### config.mk
export PLATFORM = sky130hd
export DESIGN_NAME = lcd_mode_timing_top_flat
export DESIGN_NICKNAME = d
export VERILOG_FILES = /design/src/rtl/lmt_pkg.sv /design/src/rtl/lmt_if.sv /design/src/rtl/lcd_mode_timing_top.sv /design/src/flat_wrapper.sv
export SDC_FILE = /design/constraint.sdc
export NUM_CORES = 1
export LEC_CHECK = 0
export BUFFER_PORTS_ARGS = -buffer_cell sky130_fd_sc_hd__buf_4
export CAP_MARGIN = 25
export CORE_MARGIN = 2
export CORE_UTILIZATION = 54
export CTS_CLUSTER_DIAMETER = 150
export DETAILED_ROUTE_END_ITERATION = 6
export GPL_TIMING_DRIVEN = 0
export PLACE_DENSITY = 0.75
export SLEW_MARGIN = 20
export SYNTH_ARGS = -nofsm -noshare
export SYNTH_HDL_FRONTEND = slang
export SYNTH_SLANG_ARGS = --single-unit
### constraint.sdc
create_clock -name clk -period 9.7 [get_ports clk]
set_input_delay 2.91 -clock clk [delete_from_list [all_inputs] [get_ports clk]]
set_output_delay 2.91 -clock clk [all_outputs]
set_load 0.1 [all_outputs]
### src/rtl/lmt_pkg.sv
`default_nettype none

package lmt_pkg;

    typedef enum logic [1:0] {
        MODE_HBLANK = 2'd0,
        MODE_VBLANK = 2'd1,
        MODE_OAM    = 2'd2,
        MODE_XFER   = 2'd3
    } lcd_mode_t;

    localparam int unsigned DOT_W  = 10;
    localparam int unsigned LINE_W = 8;
    localparam int unsigned CFG_IDX_W  = 3;
    localparam int unsigned CFG_DATA_W = 8;

    localparam logic [DOT_W-1:0] DOTS_OAM    = 10'd80;
    localparam logic [DOT_W-1:0] DOTS_XFER   = 10'd172;
    localparam logic [DOT_W-1:0] DOTS_HBLANK = 10'd204;
    localparam logic [DOT_W-1:0] DOTS_LINE   = 10'd456;

    localparam logic [LINE_W-1:0] LINE_VBLANK = 8'd144;
    localparam logic [LINE_W-1:0] LINE_WRAP   = 8'd153;
    localparam logic [LINE_W-1:0] LINE_FIRST  = 8'd1;

    localparam logic [CFG_IDX_W-1:0] CFG_LCD_ENABLE        = 3'd0;
    localparam logic [CFG_IDX_W-1:0] CFG_HBLANK_IRQ_ENABLE = 3'd1;
    localparam logic [CFG_IDX_W-1:0] CFG_VBLANK_IRQ_ENABLE = 3'd2;
    localparam logic [CFG_IDX_W-1:0] CFG_OAM_IRQ_ENABLE    = 3'd3;
    localparam logic [CFG_IDX_W-1:0] CFG_COMPARE_IRQ_EN    = 3'd4;
    localparam logic [CFG_IDX_W-1:0] CFG_COMPARE_LINE      = 3'd5;

endpackage

`default_nettype wire

### src/rtl/lmt_if.sv
`default_nettype none

interface lmt_in_if;
    logic       valid;
    logic       ready;
    logic [7:0] elapsed_cycles;

    modport source (output valid, output elapsed_cycles, input ready);
    modport sink (input valid, input elapsed_cycles, output ready);
endinterface

interface lmt_out_if;
    logic       valid;
    logic       ready;
    logic [1:0] lcd_mode;
    logic [7:0] current_line;
    logic       coincidence;
    logic       vblank_irq;
    logic       stat_irq;
    logic       draw_line;

    modport source (
        output valid, output lcd_mode, output current_line, output coincidence,
        output vblank_irq, output stat_irq, output draw_line, input ready
    );
    modport sink (
        input valid, input lcd_mode, input current_line, input coincidence,
        input vblank_irq, input stat_irq, input draw_line, output ready
    );
endinterface

interface lmt_cfg_if;
    logic       valid;
    logic       ready;
    logic [2:0] index;
    logic [7:0] data;

    modport source (output valid, output index, output data, input ready);
    modport sink (input valid, input index, input data, output ready);
endinterface

`default_nettype wire

### src/rtl/lcd_mode_timing_top.sv
// LCD mode timing generator.
// Channel in_ch carries elapsed machine cycles; each transaction advances the
// dot counter and steps the OAM search / transfer / HBlank / VBlank sequence.
// Channel out_ch returns exactly one result per input transaction: mode,
// current line, coincidence flag and the VBlank, status and draw pulses.
// Channel cfg writes the enable bits and the compare line; it is always
// ready. It must be written only while no transaction is in flight; the block does not enforce this.
// The result is registered and is valid the cycle after its input is accepted.
// Throughput: one transaction per cycle while out_ch is not stalled, set by the single update
// stage that sits between the timing state registers and the result register.
// When out_ch stalls, the result register holds and in_ch stays ready only
// if that result is taken in the same cycle.
// Reset clears the timing state, the configuration (display off) and the
// result valid flag.
`default_nettype none

module lcd_mode_timing_top
    import lmt_pkg::*;
(
    input  wire logic  clk,
    input  wire logic  rst_n,
    lmt_in_if.sink     in_ch,
    lmt_out_if.source  out_ch,
    lmt_cfg_if.sink    cfg
);

    logic              lcd_enable_reg;
    logic              hblank_irq_en_reg;
    logic              vblank_irq_en_reg;
    logic              oam_irq_en_reg;
    logic              compare_irq_en_reg;
    logic [LINE_W-1:0] compare_line_reg;

    logic [DOT_W-1:0]  dot_count_reg,  dot_count_next;
    logic [LINE_W-1:0] line_count_reg, line_count_next;
    lcd_mode_t         mode_reg,       mode_next;
    logic              coinc_reg,      coinc_next;

    logic              out_valid_reg;
    lcd_mode_t         out_mode_reg;
    logic [LINE_W-1:0] out_line_reg;
    logic              out_coinc_reg;
    logic              out_vblank_reg, vblank_next;
    logic              out_stat_reg,   stat_next;
    logic              out_draw_reg,   draw_next;

    logic              in_fire;
    logic [DOT_W-1:0]  dot_sum;
    logic [LINE_W-1:0] line_inc;
    logic              match_inc;
    logic              match_zero;

    assign cfg.ready   = 1'b1;
    assign in_ch.ready = !out_valid_reg || out_ch.ready;
    assign in_fire     = in_ch.valid && in_ch.ready;

    always_ff @(posedge clk or negedge rst_n)
    begin
        if (!rst_n)
        begin
            lcd_enable_reg     <= 1'b0;
            hblank_irq_en_reg  <= 1'b0;
            vblank_irq_en_reg  <= 1'b0;
            oam_irq_en_reg     <= 1'b0;
            compare_irq_en_reg <= 1'b0;
            compare_line_reg   <= '0;
        end
        else if (cfg.valid)
        begin
            unique case (cfg.index)
                CFG_LCD_ENABLE:        lcd_enable_reg     <= cfg.data[0];
                CFG_HBLANK_IRQ_ENABLE: hblank_irq_en_reg  <= cfg.data[0];
                CFG_VBLANK_IRQ_ENABLE: vblank_irq_en_reg  <= cfg.data[0];
                CFG_OAM_IRQ_ENABLE:    oam_irq_en_reg     <= cfg.data[0];
                CFG_COMPARE_IRQ_EN:    compare_irq_en_reg <= cfg.data[0];
                CFG_COMPARE_LINE:      compare_line_reg   <= cfg.data;
                default: ;
            endcase
        end
    end

    assign dot_sum    = dot_count_reg + {2'b00, in_ch.elapsed_cycles};
    assign line_inc   = line_count_reg + 8'd1;
    assign match_inc  = (line_inc == compare_line_reg);
    assign match_zero = (compare_line_reg == '0);

    always_comb
    begin
        dot_count_next  = dot_sum;
        line_count_next = line_count_reg;
        mode_next       = mode_reg;
        coinc_next      = coinc_reg;
        vblank_next     = 1'b0;
        stat_next       = 1'b0;
        draw_next       = 1'b0;
        if (!lcd_enable_reg)
        begin
            dot_count_next  = '0;
            line_count_next = '0;
            mode_next       = MODE_HBLANK;
        end
        else
        begin
            unique case (mode_reg)
                MODE_HBLANK:
                begin
                    if (dot_sum >= DOTS_HBLANK)
                    begin
                        dot_count_next  = '0;
                        line_count_next = line_inc;
                        coinc_next      = match_inc;
                        if (line_inc == LINE_VBLANK)
                        begin
                            mode_next   = MODE_VBLANK;
                            vblank_next = 1'b1;
                            stat_next   = (compare_irq_en_reg && match_inc)
                                          || vblank_irq_en_reg;
                        end
                        else
                        begin
                            mode_next = MODE_OAM;
                            stat_next = (compare_irq_en_reg && match_inc)
                                        || oam_irq_en_reg;
                        end
                    end
                end
                MODE_VBLANK:
                begin
                    if (dot_sum >= DOTS_LINE)
                    begin
                        dot_count_next  = '0;
                        line_count_next = line_inc;
                        coinc_next      = match_inc;
                        stat_next       = compare_irq_en_reg && match_inc;
                        if (line_inc == LINE_WRAP)
                        begin
                            // wrap to line 0 and compare again
                            line_count_next = '0;
                            coinc_next      = match_zero;
                            stat_next       = compare_irq_en_reg
                                              && (match_inc || match_zero);
                        end
                        else if (line_inc == LINE_FIRST)
                        begin
                            // hold line 0 for a second line time
                            line_count_next = '0;
                            mode_next       = MODE_OAM;
                            stat_next       = (compare_irq_en_reg && match_inc)
                                              || oam_irq_en_reg;
                        end
                    end
                end
                MODE_OAM:
                begin
                    if (dot_sum >= DOTS_OAM)
                    begin
                        dot_count_next = '0;
                        mode_next      = MODE_XFER;
                    end
                end
                MODE_XFER:
                begin
                    if (dot_sum >= DOTS_XFER)
                    begin
                        dot_count_next = '0;
                        mode_next      = MODE_HBLANK;
                        stat_next      = hblank_irq_en_reg;
                        draw_next      = 1'b1;
                    end
                end
                default: ;
            endcase
        end
    end

    always_ff @(posedge clk or negedge rst_n)
    begin
        if (!rst_n)
        begin
            dot_count_reg  <= '0;
            line_count_reg <= '0;
            mode_reg       <= MODE_HBLANK;
            coinc_reg      <= 1'b0;
            out_valid_reg  <= 1'b0;
        end
        else
        begin
            out_valid_reg <= in_fire || (out_valid_reg && !out_ch.ready);
            if (in_fire)
            begin
                dot_count_reg  <= dot_count_next;
                line_count_reg <= line_count_next;
                mode_reg       <= mode_next;
                coinc_reg      <= coinc_next;
            end
        end
    end

    always_ff @(posedge clk)
    begin
        if (in_fire)
        begin
            out_mode_reg   <= mode_next;
            out_line_reg   <= line_count_next;
            out_coinc_reg  <= coinc_next;
            out_vblank_reg <= vblank_next;
            out_stat_reg   <= stat_next;
            out_draw_reg   <= draw_next;
        end
    end

    assign out_ch.valid        = out_valid_reg;
    assign out_ch.lcd_mode     = out_mode_reg;
    assign out_ch.current_line = out_line_reg;
    assign out_ch.coincidence  = out_coinc_reg;
    assign out_ch.vblank_irq   = out_vblank_reg;
    assign out_ch.stat_irq     = out_stat_reg;
    assign out_ch.draw_line    = out_draw_reg;

endmodule

`default_nettype wire

### src/flat_wrapper.sv
// flat-port wrapper written by rule: the top's interface ports become plain ports
module lcd_mode_timing_top_flat import lmt_pkg::*;
  (clk, rst_n, in_ch_valid, in_ch_elapsed_cycles, in_ch_ready, out_ch_valid, out_ch_lcd_mode, out_ch_current_line, out_ch_coincidence, out_ch_vblank_irq, out_ch_stat_irq, out_ch_draw_line, out_ch_ready, cfg_valid, cfg_index, cfg_data, cfg_ready);
  lmt_in_if in_ch_i ();
  lmt_out_if out_ch_i ();
  lmt_cfg_if cfg_i ();
  input  wire logic clk;
  input  wire logic rst_n;
  input wire logic [$bits(in_ch_i.valid)-1:0] in_ch_valid;
  input wire logic [$bits(in_ch_i.elapsed_cycles)-1:0] in_ch_elapsed_cycles;
  output wire logic [$bits(in_ch_i.ready)-1:0] in_ch_ready;
  output wire logic [$bits(out_ch_i.valid)-1:0] out_ch_valid;
  output wire logic [$bits(out_ch_i.lcd_mode)-1:0] out_ch_lcd_mode;
  output wire logic [$bits(out_ch_i.current_line)-1:0] out_ch_current_line;
  output wire logic [$bits(out_ch_i.coincidence)-1:0] out_ch_coincidence;
  output wire logic [$bits(out_ch_i.vblank_irq)-1:0] out_ch_vblank_irq;
  output wire logic [$bits(out_ch_i.stat_irq)-1:0] out_ch_stat_irq;
  output wire logic [$bits(out_ch_i.draw_line)-1:0] out_ch_draw_line;
  input wire logic [$bits(out_ch_i.ready)-1:0] out_ch_ready;
  input wire logic [$bits(cfg_i.valid)-1:0] cfg_valid;
  input wire logic [$bits(cfg_i.index)-1:0] cfg_index;
  input wire logic [$bits(cfg_i.data)-1:0] cfg_data;
  output wire logic [$bits(cfg_i.ready)-1:0] cfg_ready;
  assign in_ch_i.valid = in_ch_valid;
  assign in_ch_i.elapsed_cycles = in_ch_elapsed_cycles;
  assign in_ch_ready = in_ch_i.ready;
  assign out_ch_valid = out_ch_i.valid;
  assign out_ch_lcd_mode = out_ch_i.lcd_mode;
  assign out_ch_current_line = out_ch_i.current_line;
  assign out_ch_coincidence = out_ch_i.coincidence;
  assign out_ch_vblank_irq = out_ch_i.vblank_irq;
  assign out_ch_stat_irq = out_ch_i.stat_irq;
  assign out_ch_draw_line = out_ch_i.draw_line;
  assign out_ch_i.ready = out_ch_ready;
  assign cfg_i.valid = cfg_valid;
  assign cfg_i.index = cfg_index;
  assign cfg_i.data = cfg_data;
  assign cfg_ready = cfg_i.ready;
  lcd_mode_timing_top u_core (.clk(clk), .rst_n(rst_n), .in_ch(in_ch_i), .out_ch(out_ch_i), .cfg(cfg_i));
endmodule
Word level (Yosys, flattened, before mapping)
Cells that the tools add are included.
{ "classes": {"n_addsub": 2, "n_lt_le_gt_ge": 4, "n_eq_ne": 12, "n_mux": 35, "n_reduce_logical": 22} }
{ "ops": {"columns": ["cell", "n"], "rows": [
  ["10-bit two-way mux", 5],
  ["8-bit two-way mux", 5],
  ["10-bit case mux with 4 select lines", 1],
  ["10-bit by 8-bit >= comparator with 1-bit output, second input constant", 2],
  ["8-bit == test, second input constant", 2],
  ["2-bit two-way mux", 8],
  ["8-bit case mux with 2 select lines", 1],
  ["2-bit AND reduction", 7],
  ["1-bit two-way mux", 12],
  ["10-bit by 8-bit adder with 10-bit output", 1],
  ["10-bit by 7-bit >= comparator with 1-bit output, second input constant", 1],
  ["10-bit by 9-bit >= comparator with 1-bit output, second input constant", 1],
  ["8-bit by 1-bit adder with 8-bit output, second input constant", 1],
  ["8-bit by 1-bit == test with 1-bit output, second input constant", 1],
  ["8-bit == test", 1],
  ["8-bit logical NOT", 1],
  ["2-bit case mux with 4 select lines", 1],
  ["3-bit by 2-bit == test with 1-bit output, second input constant", 2],
  ["3-bit == test, second input constant", 2],
  ["1-bit logical OR", 5],
  ["2-bit == test, second input constant", 2],
  ["1-bit logical AND", 4],
  ["3-bit by 1-bit == test with 1-bit output, second input constant", 1],
  ["3-bit logical NOT", 1],
  ["other kinds (6)", 7]
]} }
{ "totals": {"register_bits": 49, "wordCells": 92} }

Logic depth before layout (Yosys ltp)
{ "logic_depth": {"depth_word": 8, "mapped_depth": 12, "mapped_depth_nobuf": 11} }

Least setup slack after synthesis
OpenSTA, ideal clock, no wires.
{ "synth_path": {"path_type": "input -> output", "start": "input out_ch_ready", "end": "output in_ch_ready", "t_arrival_ns": 3.695, "slack_ns": 3.095, "cell_stages": 1, "n_path_buf": 0, "path_cell_list": "nand2b_1"} }
{ "synth_via": {"elab_chain_cells": 1} }
{ "synth_rtl": {"columns": ["item", "line_no", "rtl"], "rows": [
  ["start: declaration", "flat_wrapper.sv:19", "input wire logic [$bits(out_ch_i.ready)-1:0] out_ch_ready;"],
  ["1-bit logical OR", "lcd_mode_timing_top.sv:54", "assign in_ch.ready = !out_valid_reg || out_ch.ready;"],
  ["end: declaration", "flat_wrapper.sv:11", "output wire logic [$bits(in_ch_i.ready)-1:0] in_ch_ready;"]
]} }
Every way passes these cells.

Worst setup path in the final report
Ends and elaborated chain as after synthesis.

==> metrics.log <==
[metrics] maximum resistive drop on vdd: 180 µV
[metrics] ranking of synthesized cells by area: sky130_fd_sc_hd__dfrtp_1 26%, sky130_fd_sc_hd__edfxtp_1 13%, sky130_fd_sc_hd__mux2_2 4.4%
[metrics] H-tree Lvls: 2
[metrics] slowest library cell on the worst path: sky130_fd_sc_hd__buf_4
[metrics] Diodes inserted: 0
[metrics] maximum number of pins on one net before global-route repair: 36
[metrics] Clk Latency, worst-skew pair: 0.30 ns
[metrics] post-synthesis register bit count: 49
[metrics] biggest fanout along the worst timing path: 3
[metrics] synthesis-to-finish area growth: 14.8%
[metrics] final critical-path required period: 6.34 ns
[metrics] portion of the post-synthesis area used by sequential elements: about two fifths
[metrics] Highest Clock Rate: 158 MHz
[metrics] max reg flops: 10
[metrics] Async SR Flop Fraction: 71.4%
[metrics] quantity of gates resized following cts: 0
[metrics] sum of overflow across all layers after global routing: 0
[metrics] number of DRC markers in iteration 0: 280
[metrics] result of the run: complete, no violations
[metrics] Sink Count: 49
[metrics] Mapped Cells: 336
[metrics] Slew headroom: about 56%
[metrics] Synth top area share: between 20% and 30%
[metrics] power per unit of standard cell area: 300 mW/mm²
[metrics] wire length of the first global-routing pass: about 12 mm
[metrics] EDFF count, synth: 14
[metrics] Cell Chain, Critical Path: buf_4 > nand2b_1 > buf_4
[metrics] Final Slew Violations: 0
[metrics] clock-pin slew on the worst setup and hold paths: 0.08 ns
[metrics] core footprint: 0.00596 mm²
[metrics] number of fill cells: 500
[metrics] die height: around 83 µm
[metrics] Setup violations, final: 0
[metrics] most common cell in the synthesized netlist: sky130_fd_sc_hd__dfrtp_1
[metrics] Worst Setup Path Type: primary input to output port
[metrics] Worst Clk Skew: 0.00445 ns
[metrics] Max-cap violations: 0
[metrics] FP Rows: 28
[metrics] WL per Instance: ~16 µm
[metrics] number of distinct library cells after synthesis: 72
[metrics] unrepaired setup endpoints after global routing: no
[metrics] postcts setup bufs: 0
[metrics] Clk network pwr share: between 10% and 20%
[metrics] fin crit share: 65.4%
[metrics] number of global-route vias before repair: about 2,500
[metrics] hold-fix buffer count after cts: 0
[metrics] clock root cell: sky130_fd_sc_hd__clkbuf_8
[metrics] Tot GR Track Use: 23.3%
[metrics] Final TNS setup: 0 ns
[metrics] worst hold slack across all endpoints: 0.526 ns
[metrics] number of CTS-inserted buffers: 5
[metrics] endpoint kind of the worst setup timing path: output port
[metrics] Leak Pwr: between 1.5 and 2 nW
[metrics] vias per cell: 6.25
[metrics] total count of hold-check failures in the final report: 0
[metrics] arrival time reported for the critical path endpoint: 3.43 ns
[metrics] first-pass iteration count of the detailed router: 5
[metrics] fraction of final layout cells sized beyond drive strength 1: 20.9%
[metrics] sequential power share: roughly 26%
[metrics] clock tree from TritonCTS: built
[metrics] Int Pwr: 0.603 mW
[metrics] relative contribution of combinational cells to total power: 62.0%
[metrics] synthesized area per cell: 9.91 µm²
[metrics] starting density of the core: 55.9%
[metrics] net switching power: 0.546 mW
[metrics] cell type contributing the most total cell area after synthesis: sky130_fd_sc_hd__dfrtp_1
[metrics] number of antenna violations at the first check in global routing: 0
[metrics] most repeated library cell on the critical path: sky130_fd_sc_hd__buf_4
[metrics] final routed DRC violation total: 0
[metrics] full die area: 0.00681 mm²
[metrics] drt total wl: between 7 and 8 mm
[metrics] Synthesis Warnings: 0
[metrics] Bufs on Longest Clock Path: 2
[metrics] horizontal extent of the die: 82.5 µm
[metrics] startpoint class of the critical path: primary input
[metrics] most frequent cells after synthesis: 35 x sky130_fd_sc_hd__dfrtp_1, 22 x sky130_fd_sc_hd__nand2_1, 15 x sky130_fd_sc_hd__nor2_1, 15 x sky130_fd_sc_hd__nor3_1, 15 x sky130_fd_sc_hd__o21ai_0
[metrics] number of cells in the design after placement: 450
[metrics] num ports: 41
[metrics] post-route ant nets: 0
[metrics] Port Buf Inserts: 39
[metrics] Slew @ Worst Pin: 0.658 ns
[metrics] switching power share of the total: around 48%
[metrics] number of vias in the routed layout: 2,861
[metrics] post-synth design cell area: between 0.003 and 0.004 mm²
[metrics] routability cong.: just over 0.9
[metrics] longest individual stage delay on the worst path: 0.25 ns
[metrics] filler-free cell count of the finished design: 458
[metrics] Post-layout nets: 417
[metrics] HPWL Detailed: 5.53 mm
[metrics] synthesized netlist net count: 371
[metrics] Post-synth top flop: sky130_fd_sc_hd__dfrtp_1
[metrics] required time reported for the critical path endpoint: around 6.8 ns
[metrics] type of the most critical hold path: flop to flop
## logic make-up after synthesis
family	Yosys count	synth area share, %
AND/OR/NAND/NOR	112	18.4
AO/OA/AOI/OAI	98	23.9
flip-flops	49	38.9
buffers and inverters	30	4.02
XOR/XNOR	20	5.26
multiplexers	15	5.00
adder cells (fa/ha/maj)	11	4.36
other	1	0.113
## power by group through the flow
stage / sequential, mW / clock, mW / combinational (mW)
floorplan: 0.342 / 0 / 0.513
global placement: 0.298 / 0 / 0.687
CTS: 0.295 / 0.142 / 0.701
finish: 0.296 / 0.140 / 0.712
global route: 0.301 / 0.151 / 0.771
detailed placement: 0.300 / 0 / 0.698
## final cells by class
| type | instances | area (µm²) | share of cell area [%] |
|---|---|---|---|
| clock buffers | 6 | 72.6 | 1.90 |
| flip-flops and latches | 49 | 1300 | 33.9 |
| plain buffers | 16 | 81.3 | 2.13 |
| multi-input cells | 257 | 1900 | 49.7 |
| clock inverters | 2 | 33.8 | 0.884 |
| repair buffers | 39 | 293 | 7.66 |
| inverters | 14 | 52.6 | 1.38 |
| well taps | 75 | 93.8 | 2.46 |
## path summary, 6_finish.rpt
| path | cells past startpoint | from | to | slack [ns] |
|---|---|---|---|---|
| max | 3 | out_ch_ready | in_ch_ready | 3.36 |
| min | 1 | u_core.dot_count_reg[0] | u_core.dot_count_reg[0] | 0.53 |
| max reg2reg | 12 | u_core.dot_count_reg[0] | u_core.out_ch.current_line[3] | 6.05 |
| min reg2reg | 1 | u_core.dot_count_reg[0] | u_core.dot_count_reg[0] | 0.53 |
| max in group asynchronous | 1 | rst_n | u_core.compare_line_reg[7] | 6.82 |
| min in group asynchronous | 1 | rst_n | u_core.line_count_reg[2] | 2.55 |
## stage by stage
| stage | instance area, µm² | worst slack, ns | power [mW] | util, % |
|---|---|---|---|---|
| floorplan | 3330 | 3.09 | 0.855 | - |
| global placement | 3710 | 3.38 | 0.985 | 62.4 |
| detailed placement | 3710 | 3.36 | 0.998 | 62.4 |
| CTS | 3820 | 3.36 | 1.14 | 64.2 |
| global route | 3820 | 3.34 | 1.22 | 64.2 |
| finish | 3820 | 3.36 | 1.15 | 64.2 |
## worst max-delay path, delay by kind of cell
kind	cells	cell delay [ns]
buf+inv	2	0.36
simple gates	1	0.17
## placed cells by master (no fill, tap or decap), types with 3 or more instances in the layout
cell	count
sky130_fd_sc_hd__a22o_1	10
sky130_fd_sc_hd__o21a_1	4
sky130_fd_sc_hd__xnor2_1	11
sky130_fd_sc_hd__or3_1	6
sky130_fd_sc_hd__a31oi_1	5
sky130_fd_sc_hd__edfxtp_1	14
sky130_fd_sc_hd__ha_1	10
sky130_fd_sc_hd__a21o_1	4
sky130_fd_sc_hd__inv_1	12
sky130_fd_sc_hd__nor3_1	15
sky130_fd_sc_hd__nor2_1	15
sky130_fd_sc_hd__a21oi_1	10
sky130_fd_sc_hd__and3_1	4
sky130_fd_sc_hd__xor2_1	9
sky130_fd_sc_hd__clkbuf_1	12
sky130_fd_sc_hd__nand3b_1	4
sky130_fd_sc_hd__o211ai_1	5
sky130_fd_sc_hd__and2_1	5
sky130_fd_sc_hd__dfrtp_1	35
sky130_fd_sc_hd__nand3_1	11
sky130_fd_sc_hd__nand2_1	22
sky130_fd_sc_hd__nor4_1	4
sky130_fd_sc_hd__nand2b_1	3
sky130_fd_sc_hd__o2111ai_1	5
sky130_fd_sc_hd__mux2_2	13
sky130_fd_sc_hd__nor2b_1	6
sky130_fd_sc_hd__a221o_1	3
sky130_fd_sc_hd__buf_4	40
sky130_fd_sc_hd__clkbuf_8	5
sky130_fd_sc_hd__nand4_1	5
sky130_fd_sc_hd__o21ai_0	15
sky130_fd_sc_hd__a211oi_1	3
## layer usage
layer / vias up / GRT usage (%) / part of all wire [%]
li1: 1382 / - / -
met3: 9 / 3.37 / 6.1
met1: 1349 / 36.2 / 49
met5: - / 0 / 0
met2: 121 / 34.8 / 44
met4: 0 / 4.59 / 0.89
No activity file was read; power rests on OpenSTA's default activity.
